===== src/sv/acle_pkg.sv =====
// Package for the access control list engine: codes, states and defaults.
`default_nettype none

package acle_pkg;

  localparam int DEPTH_DEFAULT      = 16;
  localparam int PERM_WIDTH_DEFAULT = 8;

  typedef enum logic [1:0] {
    OP_ADD    = 2'd0,
    OP_REMOVE = 2'd1,
    OP_CHECK  = 2'd2
  } opcode_t;

  typedef enum logic [1:0] {
    TAG_USER  = 2'd0,
    TAG_GROUP = 2'd1,
    TAG_OTHER = 2'd2,
    TAG_MASK  = 2'd3
  } tag_t;

  typedef enum logic [1:0] {
    ST_OK        = 2'd0,
    ST_DENIED    = 2'd1,
    ST_NOT_FOUND = 2'd2,
    ST_FULL      = 2'd3
  } status_t;

  typedef enum logic [2:0] {
    S_IDLE,
    S_SCAN,
    S_FIND,
    S_SHIFT,
    S_POST
  } state_t;

  typedef struct packed {
    logic clear;
    logic step;
  } eval_ctrl_t;

endpackage

`default_nettype wire


===== src/sv/acle_eval.sv =====
// Access check evaluator: collects the winning entries of a scan and decides.
`default_nettype none

module acle_eval #(
  parameter int PERM_WIDTH = acle_pkg::PERM_WIDTH_DEFAULT
) (
  input  wire logic                   clk,
  input  wire logic                   rst,
  input  wire acle_pkg::eval_ctrl_t   ctrl,
  input  wire logic [1:0]             ent_tag,
  input  wire logic [31:0]            ent_id,
  input  wire logic [PERM_WIDTH-1:0]  ent_perm,
  input  wire logic [31:0]            uid,
  input  wire logic [31:0]            gid,
  input  wire logic [7:0]             req,
  output logic                        grant
);

  localparam int GW = (PERM_WIDTH > 8) ? PERM_WIDTH : 8;

  logic has_u, has_g, has_o, has_m;
  logic [PERM_WIDTH-1:0] pu, pg, po, pm;
  logic [PERM_WIDTH-1:0] granted;
  logic [GW-1:0] granted_w, req_w;

  always_ff @(posedge clk) begin
    if (rst || ctrl.clear) begin
      has_u <= 1'b0;
      has_g <= 1'b0;
      has_o <= 1'b0;
      has_m <= 1'b0;
    end else if (ctrl.step) begin
      // An entry counts for the first class it fits; a later match replaces an earlier one.
      if (ent_tag == acle_pkg::TAG_USER && ent_id == uid) begin
        has_u <= 1'b1;
        pu    <= ent_perm;
      end else if (ent_tag == acle_pkg::TAG_GROUP && ent_id == gid) begin
        has_g <= 1'b1;
        pg    <= ent_perm;
      end else if (ent_tag == acle_pkg::TAG_OTHER) begin
        has_o <= 1'b1;
        po    <= ent_perm;
      end else if (ent_tag == acle_pkg::TAG_MASK) begin
        has_m <= 1'b1;
        pm    <= ent_perm;
      end
    end
  end

  always_comb begin
    if (has_u) begin
      granted = has_m ? (pu & pm) : pu;
    end else if (has_g) begin
      granted = has_m ? (pg & pm) : pg;
    end else begin
      granted = po;
    end
  end

  assign granted_w = GW'(granted);
  assign req_w     = GW'(req);
  assign grant     = (has_u || has_g || has_o) && ((granted_w & req_w) == req_w);

endmodule

`default_nettype wire


===== src/sv/access_control_list_engine_unit.sv =====
// Top level of the access control list engine: entry table, sequencer and output register.
//
//  channel | signals                                   | direction
//  --------+-------------------------------------------+----------
//  in      | in_valid, in_stall, opcode .. request_mask | into block
//  out     | out_valid, out_stall, status, entry_count  | out of block
//
// Add, an unknown opcode and a root check go from acceptance straight to S_POST.
// Check and remove first walk the table (S_SCAN, or S_FIND then S_SHIFT), reading
// one table entry per cycle through the single read port of the entry memory.
// One item is in work at a time; in_stall is high from acceptance until the result
// is loaded into the output register, which may still hold the previous result.
// Reset clears the entry count; entries at or beyond the count are never read.
`default_nettype none

module access_control_list_engine_unit #(
  parameter int DEPTH      = acle_pkg::DEPTH_DEFAULT,
  parameter int PERM_WIDTH = acle_pkg::PERM_WIDTH_DEFAULT
) (
  input  wire logic        clk,
  input  wire logic        rst,
  input  wire logic        in_valid,
  output logic             in_stall,
  input  wire logic [1:0]  opcode,
  input  wire logic [1:0]  entry_tag,
  input  wire logic [31:0] entry_id,
  input  wire logic [7:0]  entry_perm,
  input  wire logic [31:0] subject_uid,
  input  wire logic [31:0] subject_gid,
  input  wire logic [7:0]  request_mask,
  output logic             out_valid,
  input  wire logic        out_stall,
  output logic [1:0]       status,
  output logic [4:0]       entry_count
);

  localparam int CW  = $clog2(DEPTH + 1);
  localparam int AW  = (DEPTH > 1) ? $clog2(DEPTH) : 1;
  localparam int EW  = 2 + 32 + PERM_WIDTH;
  localparam int CXW = (CW > 5) ? CW : 5;

  acle_pkg::state_t  state, state_next;
  acle_pkg::status_t res_status, res_status_next;
  logic [CW-1:0] count, count_next;
  logic [CW-1:0] idx, idx_next;
  logic [CW-1:0] ridx;
  logic [CW-1:0] shift_addr;
  logic [CXW-1:0] count_x;
  logic          rvalid;

  logic [1:0]  q_tag;
  logic [31:0] q_id, q_uid, q_gid;
  logic [7:0]  q_req;

  logic [EW-1:0] mem [DEPTH];
  logic [EW-1:0] mem_q;
  logic [EW-1:0] mem_wd;
  logic [AW-1:0] mem_wa;
  logic          mem_we;
  logic          rd_en;

  logic [1:0]            rd_tag;
  logic [31:0]           rd_id;
  logic [PERM_WIDTH-1:0] rd_perm;

  acle_pkg::eval_ctrl_t ectl;
  logic grant;
  logic acc, load, out_free, scan_more, match;

  assign rd_tag  = mem_q[EW-1 -: 2];
  assign rd_id   = mem_q[PERM_WIDTH +: 32];
  assign rd_perm = mem_q[PERM_WIDTH-1:0];

  assign in_stall   = (state != acle_pkg::S_IDLE);
  assign acc        = in_valid && !in_stall;
  assign out_free   = !out_valid || !out_stall;
  assign scan_more  = (idx < count);
  assign match      = rvalid && (rd_tag == q_tag) && (rd_id == q_id);
  assign shift_addr = ridx - CW'(1);
  assign count_x    = CXW'(count);

  acle_eval #(
    .PERM_WIDTH (PERM_WIDTH)
  ) u_eval (
    .clk      (clk),
    .rst      (rst),
    .ctrl     (ectl),
    .ent_tag  (rd_tag),
    .ent_id   (rd_id),
    .ent_perm (rd_perm),
    .uid      (q_uid),
    .gid      (q_gid),
    .req      (q_req),
    .grant    (grant)
  );

  always_comb begin
    state_next      = state;
    res_status_next = res_status;
    count_next      = count;
    idx_next        = idx;
    mem_we          = 1'b0;
    mem_wa          = count[AW-1:0];
    mem_wd          = {entry_tag, entry_id, PERM_WIDTH'(entry_perm)};
    rd_en           = 1'b0;
    ectl            = '0;
    load            = 1'b0;
    unique case (state)
      acle_pkg::S_IDLE: begin
        if (acc) begin
          idx_next   = '0;
          ectl.clear = 1'b1;
          unique case (opcode)
            acle_pkg::OP_ADD: begin
              if (count == CW'(DEPTH)) begin
                res_status_next = acle_pkg::ST_FULL;
              end else begin
                mem_we          = 1'b1;
                count_next      = count + CW'(1);
                res_status_next = acle_pkg::ST_OK;
              end
              state_next = acle_pkg::S_POST;
            end
            acle_pkg::OP_REMOVE: begin
              state_next = acle_pkg::S_FIND;
            end
            acle_pkg::OP_CHECK: begin
              if (subject_uid == 32'd0) begin
                res_status_next = acle_pkg::ST_OK;
                state_next      = acle_pkg::S_POST;
              end else begin
                state_next = acle_pkg::S_SCAN;
              end
            end
            default: begin
              res_status_next = acle_pkg::ST_DENIED;
              state_next      = acle_pkg::S_POST;
            end
          endcase
        end
      end
      acle_pkg::S_SCAN: begin
        rd_en     = scan_more;
        ectl.step = rvalid;
        if (scan_more) begin
          idx_next = idx + CW'(1);
        end
        if (!scan_more && !rvalid) begin
          res_status_next = grant ? acle_pkg::ST_OK : acle_pkg::ST_DENIED;
          state_next      = acle_pkg::S_POST;
        end
      end
      acle_pkg::S_FIND: begin
        rd_en = scan_more;
        if (scan_more) begin
          idx_next = idx + CW'(1);
        end
        // The read already issued this cycle is the entry that moves into the hole.
        if (match) begin
          state_next = acle_pkg::S_SHIFT;
        end else if (!scan_more && !rvalid) begin
          res_status_next = acle_pkg::ST_NOT_FOUND;
          state_next      = acle_pkg::S_POST;
        end
      end
      acle_pkg::S_SHIFT: begin
        rd_en = scan_more;
        if (scan_more) begin
          idx_next = idx + CW'(1);
        end
        if (rvalid) begin
          mem_we = 1'b1;
          mem_wa = shift_addr[AW-1:0];
          mem_wd = mem_q;
        end
        if (!scan_more && !rvalid) begin
          count_next      = count - CW'(1);
          res_status_next = acle_pkg::ST_OK;
          state_next      = acle_pkg::S_POST;
        end
      end
      acle_pkg::S_POST: begin
        if (out_free) begin
          load       = 1'b1;
          state_next = acle_pkg::S_IDLE;
        end
      end
      default: begin
        state_next = acle_pkg::S_IDLE;
      end
    endcase
  end

  always_ff @(posedge clk) begin
    if (rst) begin
      state  <= acle_pkg::S_IDLE;
      count  <= '0;
      idx    <= '0;
      rvalid <= 1'b0;
    end else begin
      state  <= state_next;
      count  <= count_next;
      idx    <= idx_next;
      rvalid <= rd_en;
    end
  end

  always_ff @(posedge clk) begin
    res_status <= res_status_next;
    ridx       <= idx;
    if (acc) begin
      q_tag <= entry_tag;
      q_id  <= entry_id;
      q_uid <= subject_uid;
      q_gid <= subject_gid;
      q_req <= request_mask;
    end
  end

  always_ff @(posedge clk) begin
    if (mem_we) begin
      mem[mem_wa] <= mem_wd;
    end
  end

  always_ff @(posedge clk) begin
    if (rd_en) begin
      mem_q <= mem[idx[AW-1:0]];
    end
  end

  always_ff @(posedge clk) begin
    if (rst) begin
      out_valid <= 1'b0;
    end else if (load) begin
      out_valid <= 1'b1;
    end else if (!out_stall) begin
      out_valid <= 1'b0;
    end
  end

  always_ff @(posedge clk) begin
    if (load) begin
      status      <= res_status;
      entry_count <= count_x[4:0];
    end
  end

`ifndef SYNTH
  a_count_bound: assert property (@(posedge clk) disable iff (rst)
    count <= CW'(DEPTH))
    else $error("entry count exceeds table depth");

  a_add_grows: assert property (@(posedge clk) disable iff (rst)
    (acc && opcode == acle_pkg::OP_ADD && count != CW'(DEPTH)) |=>
      (count == $past(count) + CW'(1)))
    else $error("add did not grow the table");

  a_remove_shrinks: assert property (@(posedge clk) disable iff (rst)
    (state == acle_pkg::S_SHIFT && state_next == acle_pkg::S_POST) |=>
      (count == $past(count) - CW'(1)))
    else $error("remove did not shrink the table");

  a_shift_in_range: assert property (@(posedge clk) disable iff (rst)
    (state == acle_pkg::S_SHIFT && mem_we) |-> (ridx != '0 && ridx < count))
    else $error("shift writes outside the valid entries");
`endif

endmodule

`default_nettype wire

===== config.mk =====
export PLATFORM = sky130hd
export DESIGN_NAME = access_control_list_engine_unit
export DESIGN_NICKNAME = d
export VERILOG_FILES = /design/src/sv/acle_pkg.sv /design/src/sv/acle_eval.sv /design/src/sv/access_control_list_engine_unit.sv
export SDC_FILE = /design/constraint.sdc
export NUM_CORES = 1
export LEC_CHECK = 0
export ABC_AREA = 1
export BUFFER_PORTS_ARGS = -buffer_cell sky130_fd_sc_hd__buf_2
export CAP_MARGIN = 25
export CORE_MARGIN = 8
export CORE_UTILIZATION = 53
export CTS_CLUSTER_SIZE = 8
export DETAILED_ROUTE_END_ITERATION = 12
export GPL_ROUTABILITY_DRIVEN = 0
export PLACE_DENSITY = 0.7
export SYNTH_ARGS = -nofsm -noshare
export SYNTH_HDL_FRONTEND = slang
export SYNTH_SLANG_ARGS = --single-unit

===== constraint.sdc =====
create_clock -name clk -period 21 [get_ports clk]
set_input_delay 3.15 -clock clk [delete_from_list [all_inputs] [get_ports clk]]
set_output_delay 3.15 -clock clk [all_outputs]
set_load 0.02 [all_outputs]

==> summary.txt <==
Final layout
  • Multi-input logic area: 0.00821 mm²
  • Layout cell share with drive strength beyond 1: 0.132
  • Register Area: about 0.026 mm²
  • Final-layout fill cell count: 4976
  • Util after Layout: 0.606
  • Area grow syn2layout: 14.0%
  • Nets@finish: 2992

Worst setup path
  • Reg2reg path depth: 8
  • Worst Path Arrival: a little under 6 ns
  • Crit path kind: input port to register
  • Worst setup path start: in_valid
  • Highest net fanout along the worst path: 48
  • Crit end category: register
  • R2R setup slack: around 17 ns
  • CP Launch Type: input port
  • Worst setup path end: mem[8][25]$_DFFE_PP_
  • Critical path required time: 21.28 ns
  • Critical R2R Launch: idx[0]$_SDFFE_PP0P_
  • R2R Path End: mem_q[17]$_DFFE_PP_

Synth
  • Top-area cell type share of the netlist area: 0.728
  • Share of the yosys chip area belonging to registers: 0.741
  • Most frequent cell after synthesis: edfxtp_1
  • Compound-Gate Fraction of Synth Area: 0.0866
  • Adder-cell area share of the yosys netlist: 0.00514
  • Asr flop ratio synth: 0
  • Synthesized cell area: 0.0355 mm²
  • Area contributors post-synth: edfxtp_1 73%, nor2_1 4.7%, nand2_1 3.5%
  • Xor/xnor share of the synthesized area: 0.00912
  • Commonest cells in the netlist: 861 x edfxtp_1, 446 x nor2_1, 333 x nand2_1
  • #FFs+latches synth: roughly 880
  • Largest family of logic cells by synthesized area: simple AND/OR/NAND/NOR gates
  • Prevailing post-synth register cell: edfxtp_1
  • Avg Synthesized Cell Area: approximately 13 µm²
  • Warnings, synthesis: 0
  • Synth Instances: roughly 2700
  • Post-synth EDFFs: 861
  • Simple-gate share of the synthesized area: 0.106
  • Post-synthesis mux area share: 0.0203
  • Netlist cell types: 45
  • Area leader, netlist: edfxtp_1
  • Mapped Nets: 2813

Clocking
  • Setup Buffers After CTS: 0
  • # resized after CTS: 0
  • TritonCTS buffer count: 120
  • H-tree Lvls: 3
  • Worst-Skew Late Latency: 0.67 ns
  • CTS tree: done
  • Worst-path clk slew: 0.05 ns
  • Clock Tree Root: clkbuf_16
  • Clk buf depth: 3
  • Hold buffer count at cts: 0
  • TritonCTS Sinks: around 880

Hold path
  • Hold Path Class: register to register

STA
  • RSZ-0062 raised after global routing: false
  • Fin crit share: 0.262
  • # setup viols final: 0
  • Slew @ Worst Pin: 1.09 ns
  • Clk_skew: 0.0293 ns
  • Fmax: 181 MHz
  • Hold Vio Cnt, Final: 0
  • Slew margin rel.: 0.269
  • Period minus WS final: 5.51 ns
  • Sum of negative setup slack: 0 ns
  • Final Slew Violations: 0

GRT
  • Initial antenna violation count: 1
  • Vias in the first global route: 22500
  • Grt ovf: 0
  • First-pass GRT wire length: 137000 µm
  • Gr usage total: 0.242
  • Largest net degree at the start of global routing: 101

Detailed routing
  • Routed Antenna Nets: 0
  • Post-Route WL: a little over 90000 µm
  • DRC errors left: 0
  • Vias per Instance: 6.11
  • DRT iter0 DRCs: around 2900
  • Via count: about 23000
  • Drt first pass iters: 6
  • WL/cell: ~25 µm

Power
  • PwrDens: 98.9 mW/mm²
  • Max rail drop VDD: 0.0732 mV
  • LEAKAGE: 0.0139 µW

Die
  • Die width: 275 µm
  • IO Pins: 129
  • Num rows: 95
  • Core ar.: 0.0668 mm²
  • Die Y: approximately 270 µm
  • Die footprint: between 0.07 and 0.08 mm²
  • Initial Util: 0.532

Status
  • Status: complete, no violations

Placed design
  • Final HPWL DP: 58600 µm
  • Port buffer count: 128

Job
  • Number of max-cap violations: 0
metal layers:
| layer | wire, µm | track usage |
|---|---|---|
| met1 | 34700 | 0.305 |
| met2 | 46500 | 0.411 |
| met3 | 7780 | 0.0435 |
| met4 | 3910 | 0.105 |
| met5 | 0 | 0 |
worst min path at each step:
stage / depth (start not counted) / start / to
after detailed placement: 0 / res_status[0]$_DFFE_PP_ / status[0]$_DFFE_PP_
after CTS: 0 / res_status[0]$_DFFE_PP_ / status[0]$_DFFE_PP_
final: 0 / res_status[0]$_DFFE_PP_ / status[0]$_DFFE_PP_
after global routing: 0 / res_status[0]$_DFFE_PP_ / status[0]$_DFFE_PP_
after global placement: 0 / res_status[0]$_DFFE_PP_ / status[0]$_DFFE_PP_
after floorplan: 0 / idx[1]$_SDFFE_PP0P_ / ridx[1]$_DFF_P_
logic make-up (layout without fill, tap and decap cells):
| kind of cell | after synthesis | after routing |
|---|---|---|
| compound gates | 469 | 469 |
| xor+xnor | 37 | 37 |
| fa+ha+maj | 14 | 14 |
| buf+inv | 275 | 473 |
| flops | 884 | 884 |
| mux | 72 | 72 |
| other cells | 0 | 1 |
| simple gates | 928 | 928 |
final cells by class:
type,instances,share of cell area
antenna,1,0.0000618
inverter,139,0.0131
sequential,884,0.650
clock buffer,133,0.0759
multi-input combinational,1520,0.203
tap,873,0.0270
timing repair buffer,193,0.0289
clock inverter,8,0.00223
placed cells by master, fill, tap and decap left out, types with 3 or more instances in the layout:
cell type,n
buf_2,128
or2_2,9
o221ai_1,72
nand4_1,16
inv_2,12
inv_1,126
o32ai_1,96
nor2_1,429
edfxtp_1,861
a21oi_1,22
o21ai_0,200
xnor2_1,18
nor2_4,21
clkinv_8,4
buf_4,61
nor3_1,8
nand2_1,333
nand3_1,96
o21ai_2,5
o211ai_1,17
nand3b_1,3
mux2i_1,72
o21ai_1,32
dfxtp_1,20
clkbuf_16,121
o22ai_1,13
o21bai_1,4
nor4_1,3
ha_1,13
nand2_2,6
clkbuf_1,12
xor2_1,19
flip-flops by register name, indices dropped and copies added, names as in the netlist, 3 cells and up:
signal,flops
u_eval.pg,8
q_uid,32
q_id,32
u_eval.pm,8
u_eval.po,8
count,5
q_gid,32
mem,672
u_eval.pu,8
entry_count,5
ridx,4
idx,5
mem_q,42
state,3
q_req,8
critical path: stages:
cell	delay (ns)
buf_2	0.09
inv_1	0.06
nor2_4	0.09
buf_4	0.59
inv_2	0.14
o21ai_2	0.27
nand3_1	0.37
nor2_4	0.39
buf_4	0.61
per-stage QoR:
| stage | std cells | area (µm²) | setup slack (ns) | power [µW] | hold WS, ns |
|---|---|---|---|---|---|
| CTS | 3744 | 40400 | 15.53 | 4020 | 0.413 |
| detailed placement | 3603 | 37300 | 14.84 | 2350 | 0.406 |
| global route | 3751 | 40500 | 15.34 | 4120 | 0.425 |
| floorplan | 2679 | 35500 | 12.16 | 2240 | 0.368 |
| finish | 3751 | 40500 | 15.49 | 4000 | 0.417 |
| global placement | 3596 | 37200 | 14.90 | 2340 | 0.403 |
power by group:
part / internal, µW / total (µW) / leakage (µW) / switching (µW)
combinational: 96.3 / 314 / 0.00439 / 218
sequential: 1980 / 2010 / 0.00800 / 28.9
clock: 1010 / 1680 / 0.00155 / 669
Note: power is estimated with default switching activity, not from simulation.
